**src/bmsp_pkg.sv**
```systemverilog
// Shared types, codes and constants of the bracket modification sequence parser.
package bmsp_pkg;

	// Character classes decided by the front part
	localparam logic [2:0] CLS_UPPER = 3'd0;
	localparam logic [2:0] CLS_DIGIT = 3'd1;
	localparam logic [2:0] CLS_PLUS  = 3'd2;
	localparam logic [2:0] CLS_MINUS = 3'd3;
	localparam logic [2:0] CLS_POINT = 3'd4;
	localparam logic [2:0] CLS_OPEN  = 3'd5;
	localparam logic [2:0] CLS_CLOSE = 3'd6;
	localparam logic [2:0] CLS_OTHER = 3'd7;

	// Character codes
	localparam logic [7:0] CH_A     = 8'h41;
	localparam logic [7:0] CH_Z     = 8'h5A;
	localparam logic [7:0] CH_OPEN  = 8'h5B;
	localparam logic [7:0] CH_CLOSE = 8'h5D;
	localparam logic [7:0] CH_POINT = 8'h2E;
	localparam logic [7:0] CH_PLUS  = 8'h2B;
	localparam logic [7:0] CH_MINUS = 8'h2D;
	localparam logic [7:0] CH_ZERO  = 8'h30;
	localparam logic [7:0] CH_NINE  = 8'h39;

	// End status codes
	localparam logic [1:0] ST_NONE     = 2'd0;
	localparam logic [1:0] ST_END_OK   = 2'd1;
	localparam logic [1:0] ST_BAD_CHAR = 2'd2;
	localparam logic [1:0] ST_UNCLOSED = 2'd3;

	// Field widths fixed by the result format
	localparam int POS_W  = 13;
	localparam int MASS_W = 40;
	localparam int HALF_W = 20;
	localparam int POW_W  = 24;
	localparam int PP_W   = HALF_W + POW_W;
	localparam int WIDE_W = 64;

	// Depth of the queue between front and back
	localparam int QUEUE_DEPTH = 4;
	localparam int QPTR_W      = 2;

	// One classified character as it travels through the queue
	typedef struct packed {
		logic [2:0] cls;
		logic [3:0] digit;
		logic       last;
	} char_item_t;

	// One finished step of the parser, handed to the scaling stages
	typedef struct packed {
		logic                  mod_valid;
		logic [MASS_W-1:0]     accum;
		logic [2:0]            shift;
		logic                  negative;
		logic                  overflowed;
		logic [POS_W-1:0]      pos;
		logic [1:0]            status;
	} parse_event_t;

	// Powers of ten used to scale a mass with few fractional digits
	function automatic logic [POW_W-1:0] pow_ten(input logic [2:0] sh);
		logic [POW_W-1:0] p;
		unique case (sh)
			3'd0: p = 24'd1;
			3'd1: p = 24'd10;
			3'd2: p = 24'd100;
			3'd3: p = 24'd1000;
			3'd4: p = 24'd10000;
			3'd5: p = 24'd100000;
			3'd6: p = 24'd1000000;
			3'd7: p = 24'd10000000;
			default: p = 24'd1;
		endcase
		return p;
	endfunction

endpackage

```
**src/bmsp_front.sv**
```systemverilog
// Front part: classifies each incoming character for the parser.
module bmsp_front (
	input  logic [7:0]           char_code,
	input  logic                 last_char,
	output bmsp_pkg::char_item_t item
);

	// Decide the class of the character and keep the digit value.
	// The low nibble of an ASCII digit is its value.
	always_comb begin
		item.last  = last_char;
		item.digit = char_code[3:0];
		if (char_code >= bmsp_pkg::CH_A && char_code <= bmsp_pkg::CH_Z) begin
			item.cls = bmsp_pkg::CLS_UPPER;
		end else if (char_code >= bmsp_pkg::CH_ZERO && char_code <= bmsp_pkg::CH_NINE) begin
			item.cls = bmsp_pkg::CLS_DIGIT;
		end else if (char_code == bmsp_pkg::CH_PLUS) begin
			item.cls = bmsp_pkg::CLS_PLUS;
		end else if (char_code == bmsp_pkg::CH_MINUS) begin
			item.cls = bmsp_pkg::CLS_MINUS;
		end else if (char_code == bmsp_pkg::CH_POINT) begin
			item.cls = bmsp_pkg::CLS_POINT;
		end else if (char_code == bmsp_pkg::CH_OPEN) begin
			item.cls = bmsp_pkg::CLS_OPEN;
		end else if (char_code == bmsp_pkg::CH_CLOSE) begin
			item.cls = bmsp_pkg::CLS_CLOSE;
		end else begin
			item.cls = bmsp_pkg::CLS_OTHER;
		end
	end

endmodule

```
**src/bmsp_queue.sv**
```systemverilog
// Short queue of classified characters between the front and back parts.
module bmsp_queue (
	input  logic                 clk,
	input  logic                 arst_n,
	input  logic                 push,
	input  bmsp_pkg::char_item_t push_item,
	output logic                 full,
	input  logic                 pop,
	output logic                 not_empty,
	output bmsp_pkg::char_item_t head_item
);

	bmsp_pkg::char_item_t            entry_q [bmsp_pkg::QUEUE_DEPTH];
	logic [bmsp_pkg::QPTR_W-1:0]     wr_ptr_q;
	logic [bmsp_pkg::QPTR_W-1:0]     rd_ptr_q;
	logic [bmsp_pkg::QPTR_W:0]       count_q;
	logic                            do_push;
	logic                            do_pop;

	assign full      = (count_q == (bmsp_pkg::QPTR_W + 1)'(bmsp_pkg::QUEUE_DEPTH));
	assign not_empty = (count_q != '0);
	assign do_push   = push && !full;
	assign do_pop    = pop && not_empty;
	assign head_item = entry_q[rd_ptr_q];

	// Pointers and fill count.
	always_ff @(posedge clk or negedge arst_n) begin
		if (!arst_n) begin
			wr_ptr_q <= '0;
			rd_ptr_q <= '0;
			count_q  <= '0;
		end else begin
			if (do_push) begin
				wr_ptr_q <= wr_ptr_q + 1'b1;
			end
			if (do_pop) begin
				rd_ptr_q <= rd_ptr_q + 1'b1;
			end
			if (do_push && !do_pop) begin
				count_q <= count_q + 1'b1;
			end else if (do_pop && !do_push) begin
				count_q <= count_q - 1'b1;
			end
		end
	end

	// Entry storage.
	always_ff @(posedge clk) begin
		if (do_push) begin
			entry_q[wr_ptr_q] <= push_item;
		end
	end

endmodule

```
**src/bmsp_back.sv**
```systemverilog
// Back part: the parser state machine that turns characters into events.
module bmsp_back #(
	parameter int MAX_RESIDUES = 4096,
	parameter int FRAC_DIGITS  = 6
) (
	input  logic                   clk,
	input  logic                   arst_n,
	input  logic                   advance,
	input  logic                   item_valid,
	input  bmsp_pkg::char_item_t   item,
	output logic                   pop,
	output logic                   event_vld_s1,
	output bmsp_pkg::parse_event_t event_s1
);

	localparam int CNT_W = $clog2(MAX_RESIDUES + 1);
	localparam int EXT_W = (CNT_W > bmsp_pkg::POS_W) ? CNT_W : bmsp_pkg::POS_W;
	localparam int ACC_T = bmsp_pkg::MASS_W + 4;
	localparam logic [ACC_T-1:0] MAG_LIMIT = ACC_T'(64'd1 << 39);

	localparam logic [1:0] MODE_NORMAL  = 2'd0;
	localparam logic [1:0] MODE_BRACKET = 2'd1;
	localparam logic [1:0] MODE_DISCARD = 2'd2;

	logic [1:0]                    mode_q,      mode_d;
	logic [CNT_W-1:0]              count_q,     count_d;
	logic [bmsp_pkg::MASS_W-1:0]   accum_q,     accum_d;
	logic                          negative_q,  negative_d;
	logic                          after_pt_q,  after_pt_d;
	logic [2:0]                    frac_q,      frac_d;
	logic                          stopped_q,   stopped_d;
	logic                          ovf_q,       ovf_d;
	logic                          started_q,   started_d;
	logic                          take;
	logic [ACC_T-1:0]              grown;
	logic [EXT_W-1:0]              count_ext;
	logic [EXT_W-1:0]              pos_full;
	bmsp_pkg::parse_event_t        ev;
	logic                          ev_out;

	assign pop       = advance && item_valid;
	assign count_ext = EXT_W'(count_q);
	assign pos_full  = (count_ext == '0) ? EXT_W'(1) : count_ext;
	assign grown     = (ACC_T'(accum_q) << 3) + (ACC_T'(accum_q) << 1) + ACC_T'(item.digit);

	// Next state of the parser for the character at the queue head.
	always_comb begin
		mode_d     = mode_q;
		count_d    = count_q;
		accum_d    = accum_q;
		negative_d = negative_q;
		after_pt_d = after_pt_q;
		frac_d     = frac_q;
		stopped_d  = stopped_q;
		ovf_d      = ovf_q;
		started_d  = started_q;
		take       = 1'b0;

		ev.mod_valid  = 1'b0;
		ev.accum      = accum_q;
		ev.shift      = 3'(FRAC_DIGITS) - frac_q;
		ev.negative   = negative_q;
		ev.overflowed = ovf_q;
		ev.pos        = pos_full[bmsp_pkg::POS_W-1:0];
		ev.status     = bmsp_pkg::ST_NONE;

		unique case (mode_q)
			MODE_NORMAL: begin
				unique case (item.cls)
					bmsp_pkg::CLS_UPPER: begin
						if (count_q < CNT_W'(MAX_RESIDUES)) begin
							count_d = count_q + 1'b1;
						end
					end
					bmsp_pkg::CLS_OPEN: begin
						mode_d     = MODE_BRACKET;
						accum_d    = '0;
						negative_d = 1'b0;
						after_pt_d = 1'b0;
						frac_d     = '0;
						stopped_d  = 1'b0;
						ovf_d      = 1'b0;
						started_d  = 1'b0;
					end
					bmsp_pkg::CLS_CLOSE, bmsp_pkg::CLS_POINT, bmsp_pkg::CLS_DIGIT: begin
					end
					default: begin
						mode_d    = MODE_DISCARD;
						ev.status = bmsp_pkg::ST_BAD_CHAR;
					end
				endcase
			end
			MODE_BRACKET: begin
				if (item.cls == bmsp_pkg::CLS_CLOSE) begin
					ev.mod_valid = 1'b1;
					mode_d       = MODE_NORMAL;
					accum_d      = '0;
					negative_d   = 1'b0;
					after_pt_d   = 1'b0;
					frac_d       = '0;
					stopped_d    = 1'b0;
					ovf_d        = 1'b0;
					started_d    = 1'b0;
				end else if (!stopped_q) begin
					priority if (item.cls == bmsp_pkg::CLS_DIGIT) begin
						started_d = 1'b1;
						if (!after_pt_q) begin
							take = 1'b1;
						end else if (frac_q < 3'(FRAC_DIGITS)) begin
							take   = 1'b1;
							frac_d = frac_q + 1'b1;
						end
					end else if ((item.cls == bmsp_pkg::CLS_PLUS ||
						      item.cls == bmsp_pkg::CLS_MINUS) && !started_q) begin
						started_d  = 1'b1;
						negative_d = (item.cls == bmsp_pkg::CLS_MINUS);
					end else if (item.cls == bmsp_pkg::CLS_POINT && !after_pt_q) begin
						started_d  = 1'b1;
						after_pt_d = 1'b1;
					end else begin
						stopped_d = 1'b1;
					end
				end
			end
			default: begin
			end
		endcase

		// Multiply-add by ten, clamped once the magnitude passes the limit.
		if (take && !ovf_q) begin
			if (grown > MAG_LIMIT) begin
				ovf_d   = 1'b1;
				accum_d = MAG_LIMIT[bmsp_pkg::MASS_W-1:0];
			end else begin
				accum_d = grown[bmsp_pkg::MASS_W-1:0];
			end
		end

		// The last character of a sequence closes it and resets the parser.
		if (item.last) begin
			if (mode_q != MODE_DISCARD && ev.status == bmsp_pkg::ST_NONE) begin
				ev.status = (mode_d == MODE_BRACKET) ? bmsp_pkg::ST_UNCLOSED
								     : bmsp_pkg::ST_END_OK;
			end
			mode_d     = MODE_NORMAL;
			count_d    = '0;
			accum_d    = '0;
			negative_d = 1'b0;
			after_pt_d = 1'b0;
			frac_d     = '0;
			stopped_d  = 1'b0;
			ovf_d      = 1'b0;
			started_d  = 1'b0;
		end

		ev_out = ev.mod_valid || (ev.status != bmsp_pkg::ST_NONE);
	end

	// Parser state.
	always_ff @(posedge clk or negedge arst_n) begin
		if (!arst_n) begin
			mode_q     <= MODE_NORMAL;
			count_q    <= '0;
			accum_q    <= '0;
			negative_q <= 1'b0;
			after_pt_q <= 1'b0;
			frac_q     <= '0;
			stopped_q  <= 1'b0;
			ovf_q      <= 1'b0;
			started_q  <= 1'b0;
		end else if (pop) begin
			mode_q     <= mode_d;
			count_q    <= count_d;
			accum_q    <= accum_d;
			negative_q <= negative_d;
			after_pt_q <= after_pt_d;
			frac_q     <= frac_d;
			stopped_q  <= stopped_d;
			ovf_q      <= ovf_d;
			started_q  <= started_d;
		end
	end

	// Event stage valid flag.
	always_ff @(posedge clk or negedge arst_n) begin
		if (!arst_n) begin
			event_vld_s1 <= 1'b0;
		end else if (advance) begin
			event_vld_s1 <= pop && ev_out;
		end
	end

	// Event stage payload.
	always_ff @(posedge clk) begin
		if (pop) begin
			event_s1 <= ev;
		end
	end

endmodule

```
**src/bmsp_scale.sv**
```systemverilog
// Mass scaling, clamping and the output register of the result channel.
module bmsp_scale (
	input  logic                   clk,
	input  logic                   arst_n,
	input  logic                   advance,
	input  logic                   event_vld_s1,
	input  bmsp_pkg::parse_event_t event_s1,
	output logic                   out_vld_q,
	output logic                   mod_valid_q,
	output logic [12:0]            residue_pos_q,
	output logic [39:0]            mass_micro_q,
	output logic                   mass_sat_q,
	output logic [1:0]             status_q
);

	localparam int W  = bmsp_pkg::WIDE_W;
	localparam int HW = bmsp_pkg::HALF_W;
	localparam logic [W-1:0] LIMIT_NEG = W'(64'd1 << 39);
	localparam logic [W-1:0] LIMIT_POS = W'((64'd1 << 39) - 64'd1);

	logic                          vld_s2;
	logic [bmsp_pkg::PP_W-1:0]     pp_hi_s2;
	logic [bmsp_pkg::PP_W-1:0]     pp_lo_s2;
	logic                          mod_valid_s2;
	logic                          negative_s2;
	logic                          ovf_s2;
	logic [bmsp_pkg::POS_W-1:0]    pos_s2;
	logic [1:0]                    status_s2;
	logic [bmsp_pkg::POW_W-1:0]    factor;
	logic [W-1:0]                  scaled;
	logic [W-1:0]                  limit;
	logic                          sat;
	logic [bmsp_pkg::MASS_W-1:0]   mag;
	logic [bmsp_pkg::MASS_W-1:0]   mass;

	assign factor = bmsp_pkg::pow_ten(event_s1.shift);

	// Partial products stage valid flag.
	always_ff @(posedge clk or negedge arst_n) begin
		if (!arst_n) begin
			vld_s2 <= 1'b0;
		end else if (advance) begin
			vld_s2 <= event_vld_s1;
		end
	end

	// Two half-width partial products of the scaling multiplication.
	always_ff @(posedge clk) begin
		if (advance) begin
			pp_hi_s2     <= event_s1.accum[bmsp_pkg::MASS_W-1:HW] * factor;
			pp_lo_s2     <= event_s1.accum[HW-1:0] * factor;
			mod_valid_s2 <= event_s1.mod_valid;
			negative_s2  <= event_s1.negative;
			ovf_s2       <= event_s1.overflowed;
			pos_s2       <= event_s1.pos;
			status_s2    <= event_s1.status;
		end
	end

	// Sum the partial products, clamp to the signed range and apply the sign.
	always_comb begin
		scaled = (W'(pp_hi_s2) << HW) + W'(pp_lo_s2);
		limit  = negative_s2 ? LIMIT_NEG : LIMIT_POS;
		sat    = ovf_s2 || (scaled > limit);
		mag    = sat ? limit[bmsp_pkg::MASS_W-1:0] : scaled[bmsp_pkg::MASS_W-1:0];
		mass   = negative_s2 ? (bmsp_pkg::MASS_W'(0) - mag) : mag;
	end

	// Output register valid flag.
	always_ff @(posedge clk or negedge arst_n) begin
		if (!arst_n) begin
			out_vld_q <= 1'b0;
		end else if (advance) begin
			out_vld_q <= vld_s2;
		end
	end

	// Output register payload; fields of a missing modification read as zero.
	always_ff @(posedge clk) begin
		if (advance) begin
			mod_valid_q   <= mod_valid_s2;
			residue_pos_q <= mod_valid_s2 ? pos_s2 : '0;
			mass_micro_q  <= mod_valid_s2 ? mass : '0;
			mass_sat_q    <= mod_valid_s2 && sat;
			status_q      <= status_s2;
		end
	end

endmodule

```
**src/bracket_mod_sequence_parser_unit.sv**
```systemverilog
// Top level of the bracket modification sequence parser.
// Throughput: one character per cycle while the result side keeps taking transfers.
// After its character is accepted, a result passes through the queue slot feeding the parser
// event stage, the partial product stage and the output register.
// A stalled result side holds the pipeline; the four-entry queue then fills and
// s_axis_tready falls. Reset (arst_n low) clears the queue, the parser and the valid flags.
module bracket_mod_sequence_parser_unit #(
	parameter int MAX_RESIDUES = 4096,
	parameter int FRAC_DIGITS  = 6
) (
	input  logic        clk,
	input  logic        arst_n,
	input  logic        s_axis_tvalid,
	output logic        s_axis_tready,
	input  logic [7:0]  s_axis_tdata,  // [7:0] char_code
	input  logic        s_axis_tlast,  // last_char
	output logic        m_axis_tvalid,
	input  logic        m_axis_tready,
	output logic [55:0] m_axis_tdata,  // [12:0] residue_pos, [52:13] mass_micro,
	                                   // [53] mass_saturated, [55:54] status
	output logic        m_axis_tuser   // mod_valid
);

	bmsp_pkg::char_item_t   front_item;
	bmsp_pkg::char_item_t   head_item;
	bmsp_pkg::parse_event_t event_s1;
	logic                   q_full;
	logic                   q_not_empty;
	logic                   pop;
	logic                   advance;
	logic                   event_vld_s1;
	logic                   out_vld_q;
	logic                   mod_valid_q;
	logic [12:0]            residue_pos_q;
	logic [39:0]            mass_micro_q;
	logic                   mass_sat_q;
	logic [1:0]             status_q;

	// The back pipeline moves whenever the output register is free or being emptied.
	assign advance       = !out_vld_q || m_axis_tready;
	assign s_axis_tready = !q_full;

	bmsp_front u_front (
		.char_code (s_axis_tdata),
		.last_char (s_axis_tlast),
		.item      (front_item)
	);

	bmsp_queue u_queue (
		.clk       (clk),
		.arst_n    (arst_n),
		.push      (s_axis_tvalid),
		.push_item (front_item),
		.full      (q_full),
		.pop       (pop),
		.not_empty (q_not_empty),
		.head_item (head_item)
	);

	bmsp_back #(
		.MAX_RESIDUES (MAX_RESIDUES),
		.FRAC_DIGITS  (FRAC_DIGITS)
	) u_back (
		.clk          (clk),
		.arst_n       (arst_n),
		.advance      (advance),
		.item_valid   (q_not_empty),
		.item         (head_item),
		.pop          (pop),
		.event_vld_s1 (event_vld_s1),
		.event_s1     (event_s1)
	);

	bmsp_scale u_scale (
		.clk           (clk),
		.arst_n        (arst_n),
		.advance       (advance),
		.event_vld_s1  (event_vld_s1),
		.event_s1      (event_s1),
		.out_vld_q     (out_vld_q),
		.mod_valid_q   (mod_valid_q),
		.residue_pos_q (residue_pos_q),
		.mass_micro_q  (mass_micro_q),
		.mass_sat_q    (mass_sat_q),
		.status_q      (status_q)
	);

	// Result transfer packing.
	assign m_axis_tvalid = out_vld_q;
	assign m_axis_tuser  = mod_valid_q;
	assign m_axis_tdata  = {status_q, mass_sat_q, mass_micro_q, residue_pos_q};

endmodule
```
**config.mk**
```make
export PLATFORM = sky130hd
export DESIGN_NAME = bracket_mod_sequence_parser_unit
export DESIGN_NICKNAME = d
export VERILOG_FILES = /design/src/bmsp_pkg.sv /design/src/bmsp_front.sv /design/src/bmsp_queue.sv /design/src/bmsp_back.sv /design/src/bmsp_scale.sv /design/src/bracket_mod_sequence_parser_unit.sv
export SDC_FILE = /design/constraint.sdc
export NUM_CORES = 2
export LEC_CHECK = 0
export ABC_AREA = 1
export BUFFER_PORTS_ARGS = -buffer_cell sky130_fd_sc_hd__buf_2
export CAP_MARGIN = 20
export CORE_MARGIN = 3
export CORE_UTILIZATION = 65
export DETAILED_ROUTE_END_ITERATION = 16
export PLACE_DENSITY = 0.9
export SYNTH_ARGS = -nofsm -noshare
export SYNTH_HDL_FRONTEND = slang
export SYNTH_SLANG_ARGS = --single-unit
```
**constraint.sdc**
```tcl
create_clock -name clk -period 13.45 [get_ports clk]
set_input_delay 1.345 -clock clk [delete_from_list [all_inputs] [get_ports clk]]
set_output_delay 1.345 -clock clk [all_outputs]
set_load 0.02 [all_outputs]
```
### After elaboration in Yosys (flattened, before gate mapping)

Memories as Yosys holds them, arrays and structs flattened. A register that Yosys moved wholly into a read port is not among the register bits.
Cells that the tools add are included.

| storage, ports and cells | value |
|---|---|
| bits of input ports | 13 |
| memory bits (writable) | 32 |
| register bits | 297 |
| output and inout bits | 59 |
| logic and storage cells | 212 |
| ROM bits | 168 |
| memories | 2 |

| cells by class | value |
|---|---|
| multipliers | 2 |
| $lt $le $gt $ge | 8 |
| $add $sub $neg | 11 |
| mux-type cells | 83 |
| reduce and logical (&&, ||, !) cells | 45 |
| eq/ne operators | 27 |

Memories:

| memory | words | bits a word | rd ports | clocked after memory_dff | wr ports | line | RTL |
|---|---|---|---|---|---|---|---|
| (no name shown) | 8 | 21 | 1 | 1 | 0 | bmsp_pkg.sv:64 | `unique case (sh)` |
| u_queue.entry_q | 4 | 8 | 1 | 0 | 1 | bmsp_queue.sv:13 | `bmsp_pkg::char_item_t entry_q [bmsp_pkg::QUEUE_DEPTH];` |

Operator list:

| operator | count |
|---|---|
| $mux W40 | 8 |
| $mul A20 B24 Y44 | 2 |
| $pmux W40 S2 | 1 |
| $add A64 B44 Y64 | 1 |
| $gt A64 B64 Y1 | 1 |
| $mux W13 | 4 |
| $mux W3 | 16 |
| $add A43 B41 Y44 | 1 |
| $add A44 B4 Y44 | 1 |
| $gt A44 B40 Y1 const B | 1 |
| $sub A1 B40 Y40 const A | 1 |
| $mux W1 | 39 |
| $eq A8 B6 Y1 const B | 3 |
| $ne A4 B2 Y1 const B | 6 |
| $eq A8 B7 Y1 const B | 2 |
| $mux W2 | 7 |
| $reduce_and A7 Y1 | 2 |
| $add A13 B1 Y13 const B | 1 |
| $logic_and A1 B1 Y1 | 13 |
| $logic_not A13 Y1 | 1 |
| $lt A13 B13 Y1 const B | 1 |
| $eq A3 B3 Y1 const B | 4 |
| $ne A4 B3 Y1 const B | 3 |
| $pmux W1 S2 | 5 |
| other kinds (31) | 52 |

### Depth between registers and ports, before layout

An unclocked memory read counts as a cell.

| depth | value |
|---|---|
| depth in word-level cells | 12 |
| depth in mapped cells | 42 |

### Modules after synthesis

A second synthesis with hierarchy kept.

| second synthesis, totals | value |
|---|---|
| cell total of the unflattened synthesis | 6107 |
| area, all modules | 49328.6 sq um |

By module, submodules not included:

| module | times used | cells an instance | area an instance (sq um) | sequential area each (sq um) |
|---|---|---|---|---|
| bmsp_scale | 1 | 4654 | 38300.5 | 4944.7 |
| bmsp_back | 1 | 1247 | 9052.4 | 3433.3 |
| bmsp_queue | 1 | 153 | 1732.9 | 1136.1 |
| bmsp_front | 1 | 49 | 224.0 | 0.0 |
| bracket_mod_sequence_parser_unit | 1 | 4 | 18.8 | 0.0 |

### Least setup slack after synthesis

Ideal clock, no wire load.

| timing | value |
|---|---|
| kind | flip-flop to flip-flop |
| start point | register u_back.event_s1[33] (netlist name) |
| end point | register u_scale.pp_lo_s2[43] in the netlist's numbering (data pin) |
| buffers on the path | 2 |
| stages on the path, launching flop included | 29 |
| path slack | 6.636 ns |
| setup time | 0.260 ns |
| data required time | 13.190 ns |
| period minus slack after synthesis | 6.814 ns |
| data arrival time | 6.553 ns |
| path through | edfxtp_1 clkbuf_1 clkbuf_1 nand2_1 fa_1 inv_1 fa_1 inv_1 fa_1 inv_1 fa_1 fa_1 fa_1 inv_1 fa_1 inv_1 ha_1 a21oi_1 inv_1 a31oi_1 a21boi_0 o21ai_0 a21boi_0 o21ai_0 nand2_1 nand2_1 nand3_1 nand2_1 xor2_1 |

| on the way | value |
|---|---|
| longest elaborated chain between the ends | 1 |

Ends and longest elaborated chain:

| what | line | RTL |
|---|---|---|
| $mul A20 B24 Y44 | bmsp_scale.sv:51 | `pp_lo_s2 <= event_s1.accum[HW-1:0] * factor;` |
| end signal: assignment | bmsp_scale.sv:51 |  |
| end: declaration | bmsp_scale.sv:23 | `logic [bmsp_pkg::PP_W-1:0] pp_lo_s2;` |

Every way passes these cells.
A chain may end at the register's enable or synchronous reset.

### Worst setup path after layout

| timing | value |
|---|---|
| start point | register u_scale.factor[18] (netlist name) |
| end point | register u_scale.pp_lo_s2[43] in the netlist's numbering (data pin) |

| on the way | value |
|---|---|
| longest elaborated chain between the ends | 1 |

Ends and longest elaborated chain:

| what | line |
|---|---|
| $mul A20 B24 Y44 | bmsp_scale.sv:51 |

Every way passes these cells.

==> run_results.csv <==
group,metric,value,unit
placement,port_buffers,71,
logic_synthesis,syn_area_per_cell,8.09,um2
critical_path,critPathLaunchType,"flop",
global_routing,antenna_found_initial,2,
drt,routed_via_density,5.60,
die,ioPinCount,72,
worst_hold_path,hold_path.class,"reg -> reg",
cells_and_area,area_delta_synth_final,4.74,%
global_routing,globalRouteMet2Util,53.9,%
drt,wl,125,mm
timing,hold_violations,0,
cells_and_area,post-route-util,69.0,%
clock_network,cts_made_buffers,38,
timing,relSlewSlack,37.4,%
logic_synthesis,synth_area,49100,um2
critical_path,crit_type,"reg -> reg",
cells_and_area,multi_input_area,32500,um2
global_routing,grt_pass1_vias,40362,
critical_path,cp.depth,27,
logic_synthesis,ys_ff_latch,345,
clock_network,cts-root-buf,"clkbuf_16",
drt,dr.first_iter.drc_count,3561,
global_routing,grt_pass1_wl,204,mm
clock_network,cts-hold-fix-buffers,0,
logic_synthesis,yosysTopAreaCell,"fa_1",
clock_network,numClockSinks,345,
timing,rsz0062_at_grt,"false",
critical_path,cp_common_cell,"fa_1",
cells_and_area,drive_gt1_share,3.93,%
logic_synthesis,async_reset_ff_share,21.2,%
critical_path,required,13.74,ns
logic_synthesis,synth_edf_count,256,
drt,num_vias,39188,
drt,wl_per_cell,17.8,um
logic_synthesis,synthTopCellsByArea,"fa_1 27%, edfxtp_1 16%, ha_1 13%, inv_1 12%, nand2_1 11%",
timing,fin_crit_sh,56.1,%
drt,drtAntennaViolNets,0,
timing,setup_viol,0,
timing,finalCriticalPeriod,7.54,ns
die,die_h,281,um
drt,drt_pass1_iterations,8,
critical_path,arrival,7.83,ns
cells_and_area,seq_area,9830,um2
drt,route.detailed.drc,0,
global_routing,grt_use_total,32.5,%
clock_network,cts_tree,"built",
logic_synthesis,yosys.area.top_type_share,27.5,%
clock_network,clockBufferDepth,3,
die,start_util,65.8,%
timing,fin_tns_setup,0,ns
timing,clock_skew,0.0512,ns
job,cap_violations,0,
logic_synthesis,ys_warn_count,0,
logic_synthesis,synthDistinctLibCells,62,
placement,place_hpwl,100,mm
critical_path,cp.buffers_inverters,7,
critical_path,slowest_delay,0.59,ns
clock_network,h-tree-depth,2,
global_routing,top_usage_layer,"met2",
timing,finalMaxSlewViolations,0,
die,die_x,281,um
clock_network,clk_latency,0.59,ns
global_routing,grtUsageMet1,41.1,%
critical_path,crit_slowest_cell,"fa_1",
worst_hold_path,hold_depth,0,
cells_and_area,fin_nets,7211,
timing,tightestPinTransition,0.933,ns
clock_network,clkTransAtPathRegs,0.06,ns
critical_path,worstPathMaxFanout,40,
die,core-area,74600,um2
critical_path,reg2reg_depth,27,
global_routing,overflow,0,
clock_network,postCtsSetupRepairBufs,0,
outcome,status,"finished clean",
logic_synthesis,yosysSeqAreaShare,20.0,%
placement,gp_congestion,0.975,
global_routing,grt_max_degree,94,
critical_path,r2r_slack,5.91,ns
critical_path,cpLargestDelayFamily,"adder cells",
logic_synthesis,synth_nets,7270,
die,row_count,100,
logic_synthesis,syn_inst,6065,
critical_path,end_kind,"flop",
clock_network,post_cts_resized,0,
die,dieArea,78900,um2
logic_synthesis,ys_dominant_reg_cell,"edfxtp_1",
cells_and_area,fillCellCount,5577,
timing,fmaxAchievable,133,MHz
cells_and_area,diodes,0,
global_routing,use_met3,8.08,%
final timing paths:
path | startpoint | end
max | u_scale.factor[18] | u_scale.pp_lo_s2[43]
min | u_back.event_s1[13] | u_scale.pos_s2[11]
max reg2reg | u_scale.factor[18] | u_scale.pp_lo_s2[43]
min reg2reg | u_back.event_s1[13] | u_scale.pos_s2[11]
max in group asynchronous | arst_n | u_back.count_ext[11]
min in group asynchronous | arst_n | u_back.accum_q[38]
cell usage after synthesis (all sizes together), types with 2 or more instances:
cell    instances
a211oi          3
buf            26
a21o            8
and3            4
nor3           51
nand3b          4
fa            674
inv          1595
a21boi         15
ha            518
o221ai          8
o41ai           2
o22ai           5
o21a           11
o21bai          8
dfxtp          16
dfrtp          73
nor2          351
o211ai          6
a31oi          49
edfxtp        256
nor4           10
clkbuf        170
o211a           2
nand4          30
clkinv          3
a21oi         223
nand2        1473
o21ai         121
or2             6
xnor2          54
a221oi          2
xor2           88
nand3         187
area by class of cell:
| class | count | share of cell area (%) |
|---|---|---|
| multi-input combinational | 3926 | 63.2 |
| sequential | 345 | 19.1 |
| inverter | 1598 | 11.7 |
| tap | 969 | 2.36 |
| clock buffer | 43 | 1.91 |
| timing repair buffer | 97 | 1.13 |
| clock inverter | 25 | 0.618 |
metal layers:
| layer | wire length [um] | up-vias |
|---|---|---|
| met3 | 13300 | 451 |
| met2 | 58000 | 1970 |
| met5 | 0 | - |
| met1 | 47400 | 18659 |
| met4 | 5930 | 0 |
| li1 | - | 18108 |
cell usage in the layout, fill, tap and decap left out, drive strengths merged, types with 5 or more instances in the layout:
cell / instances
dfxtp: 16
nor3: 51
a31oi: 49
o21a: 11
or2: 6
fa: 674
xnor2: 54
o211ai: 6
nand4: 30
clkinv: 12
ha: 518
clkinvlp: 5
a21o: 8
a21boi: 15
a21oi: 223
nor4: 10
inv: 1602
buf: 96
nand2: 1473
dfrtp: 73
clkbuf: 44
xor2: 88
o21ai: 121
o22ai: 5
o221ai: 8
o21bai: 8
edfxtp: 256
nand3: 187
nor2: 351
logic make-up after synthesis:
| family | after synthesis | share of synthesized area [%] |
|---|---|---|
| AND/OR/NAND/NOR | 2119 | 17.5 |
| adder cells (fa/ha/maj) | 1192 | 40.7 |
| flip-flops | 345 | 20.0 |
| AO/OA/AOI/OAI | 473 | 5.46 |
| buffers and inverters | 1794 | 13.8 |
| XOR/XNOR | 142 | 2.53 |
registers in the layout (all words and copies together), names as in the netlist, 2 cells and up:
| name | count |
|---|---|
| u_queue.rd_ptr_q | 2 |
| u_back.event_s1 | 61 |
| u_scale.pp_lo_s2 | 44 |
| u_back.accum_q | 40 |
| u_queue.entry_q | 32 |
| u_scale.residue_pos_q | 13 |
| u_scale.pos_s2 | 13 |
| u_scale.mass_micro_q | 40 |
| u_scale.pp_hi_s2 | 44 |
| u_scale.status_s2 | 2 |
| u_back.mode_q | 2 |
| u_back.frac_q | 3 |
| u_scale.status_q | 2 |
| u_scale.factor | 16 |
| u_queue.wr_ptr_q | 2 |
| u_back.count_ext | 13 |
| u_queue.count_q | 3 |
metrics by stage:
step | cells | hold WS, ns | cell area, um2 | setup WS, ns
after floorplan | 6065 | 0.400 | 49100 | 6.64
after global placement | 6933 | 0.401 | 50100 | 6.20
after detailed placement | 6934 | 0.405 | 50100 | 6.02
after CTS | 7002 | 0.420 | 51400 | 5.96
after global routing | 7003 | 0.423 | 51400 | 5.42
final | 7003 | 0.419 | 51400 | 5.91
Power is left out: the tool's default activity adds up to more than one toggle a clock period on the data nets, which glitch-free logic cannot reach.
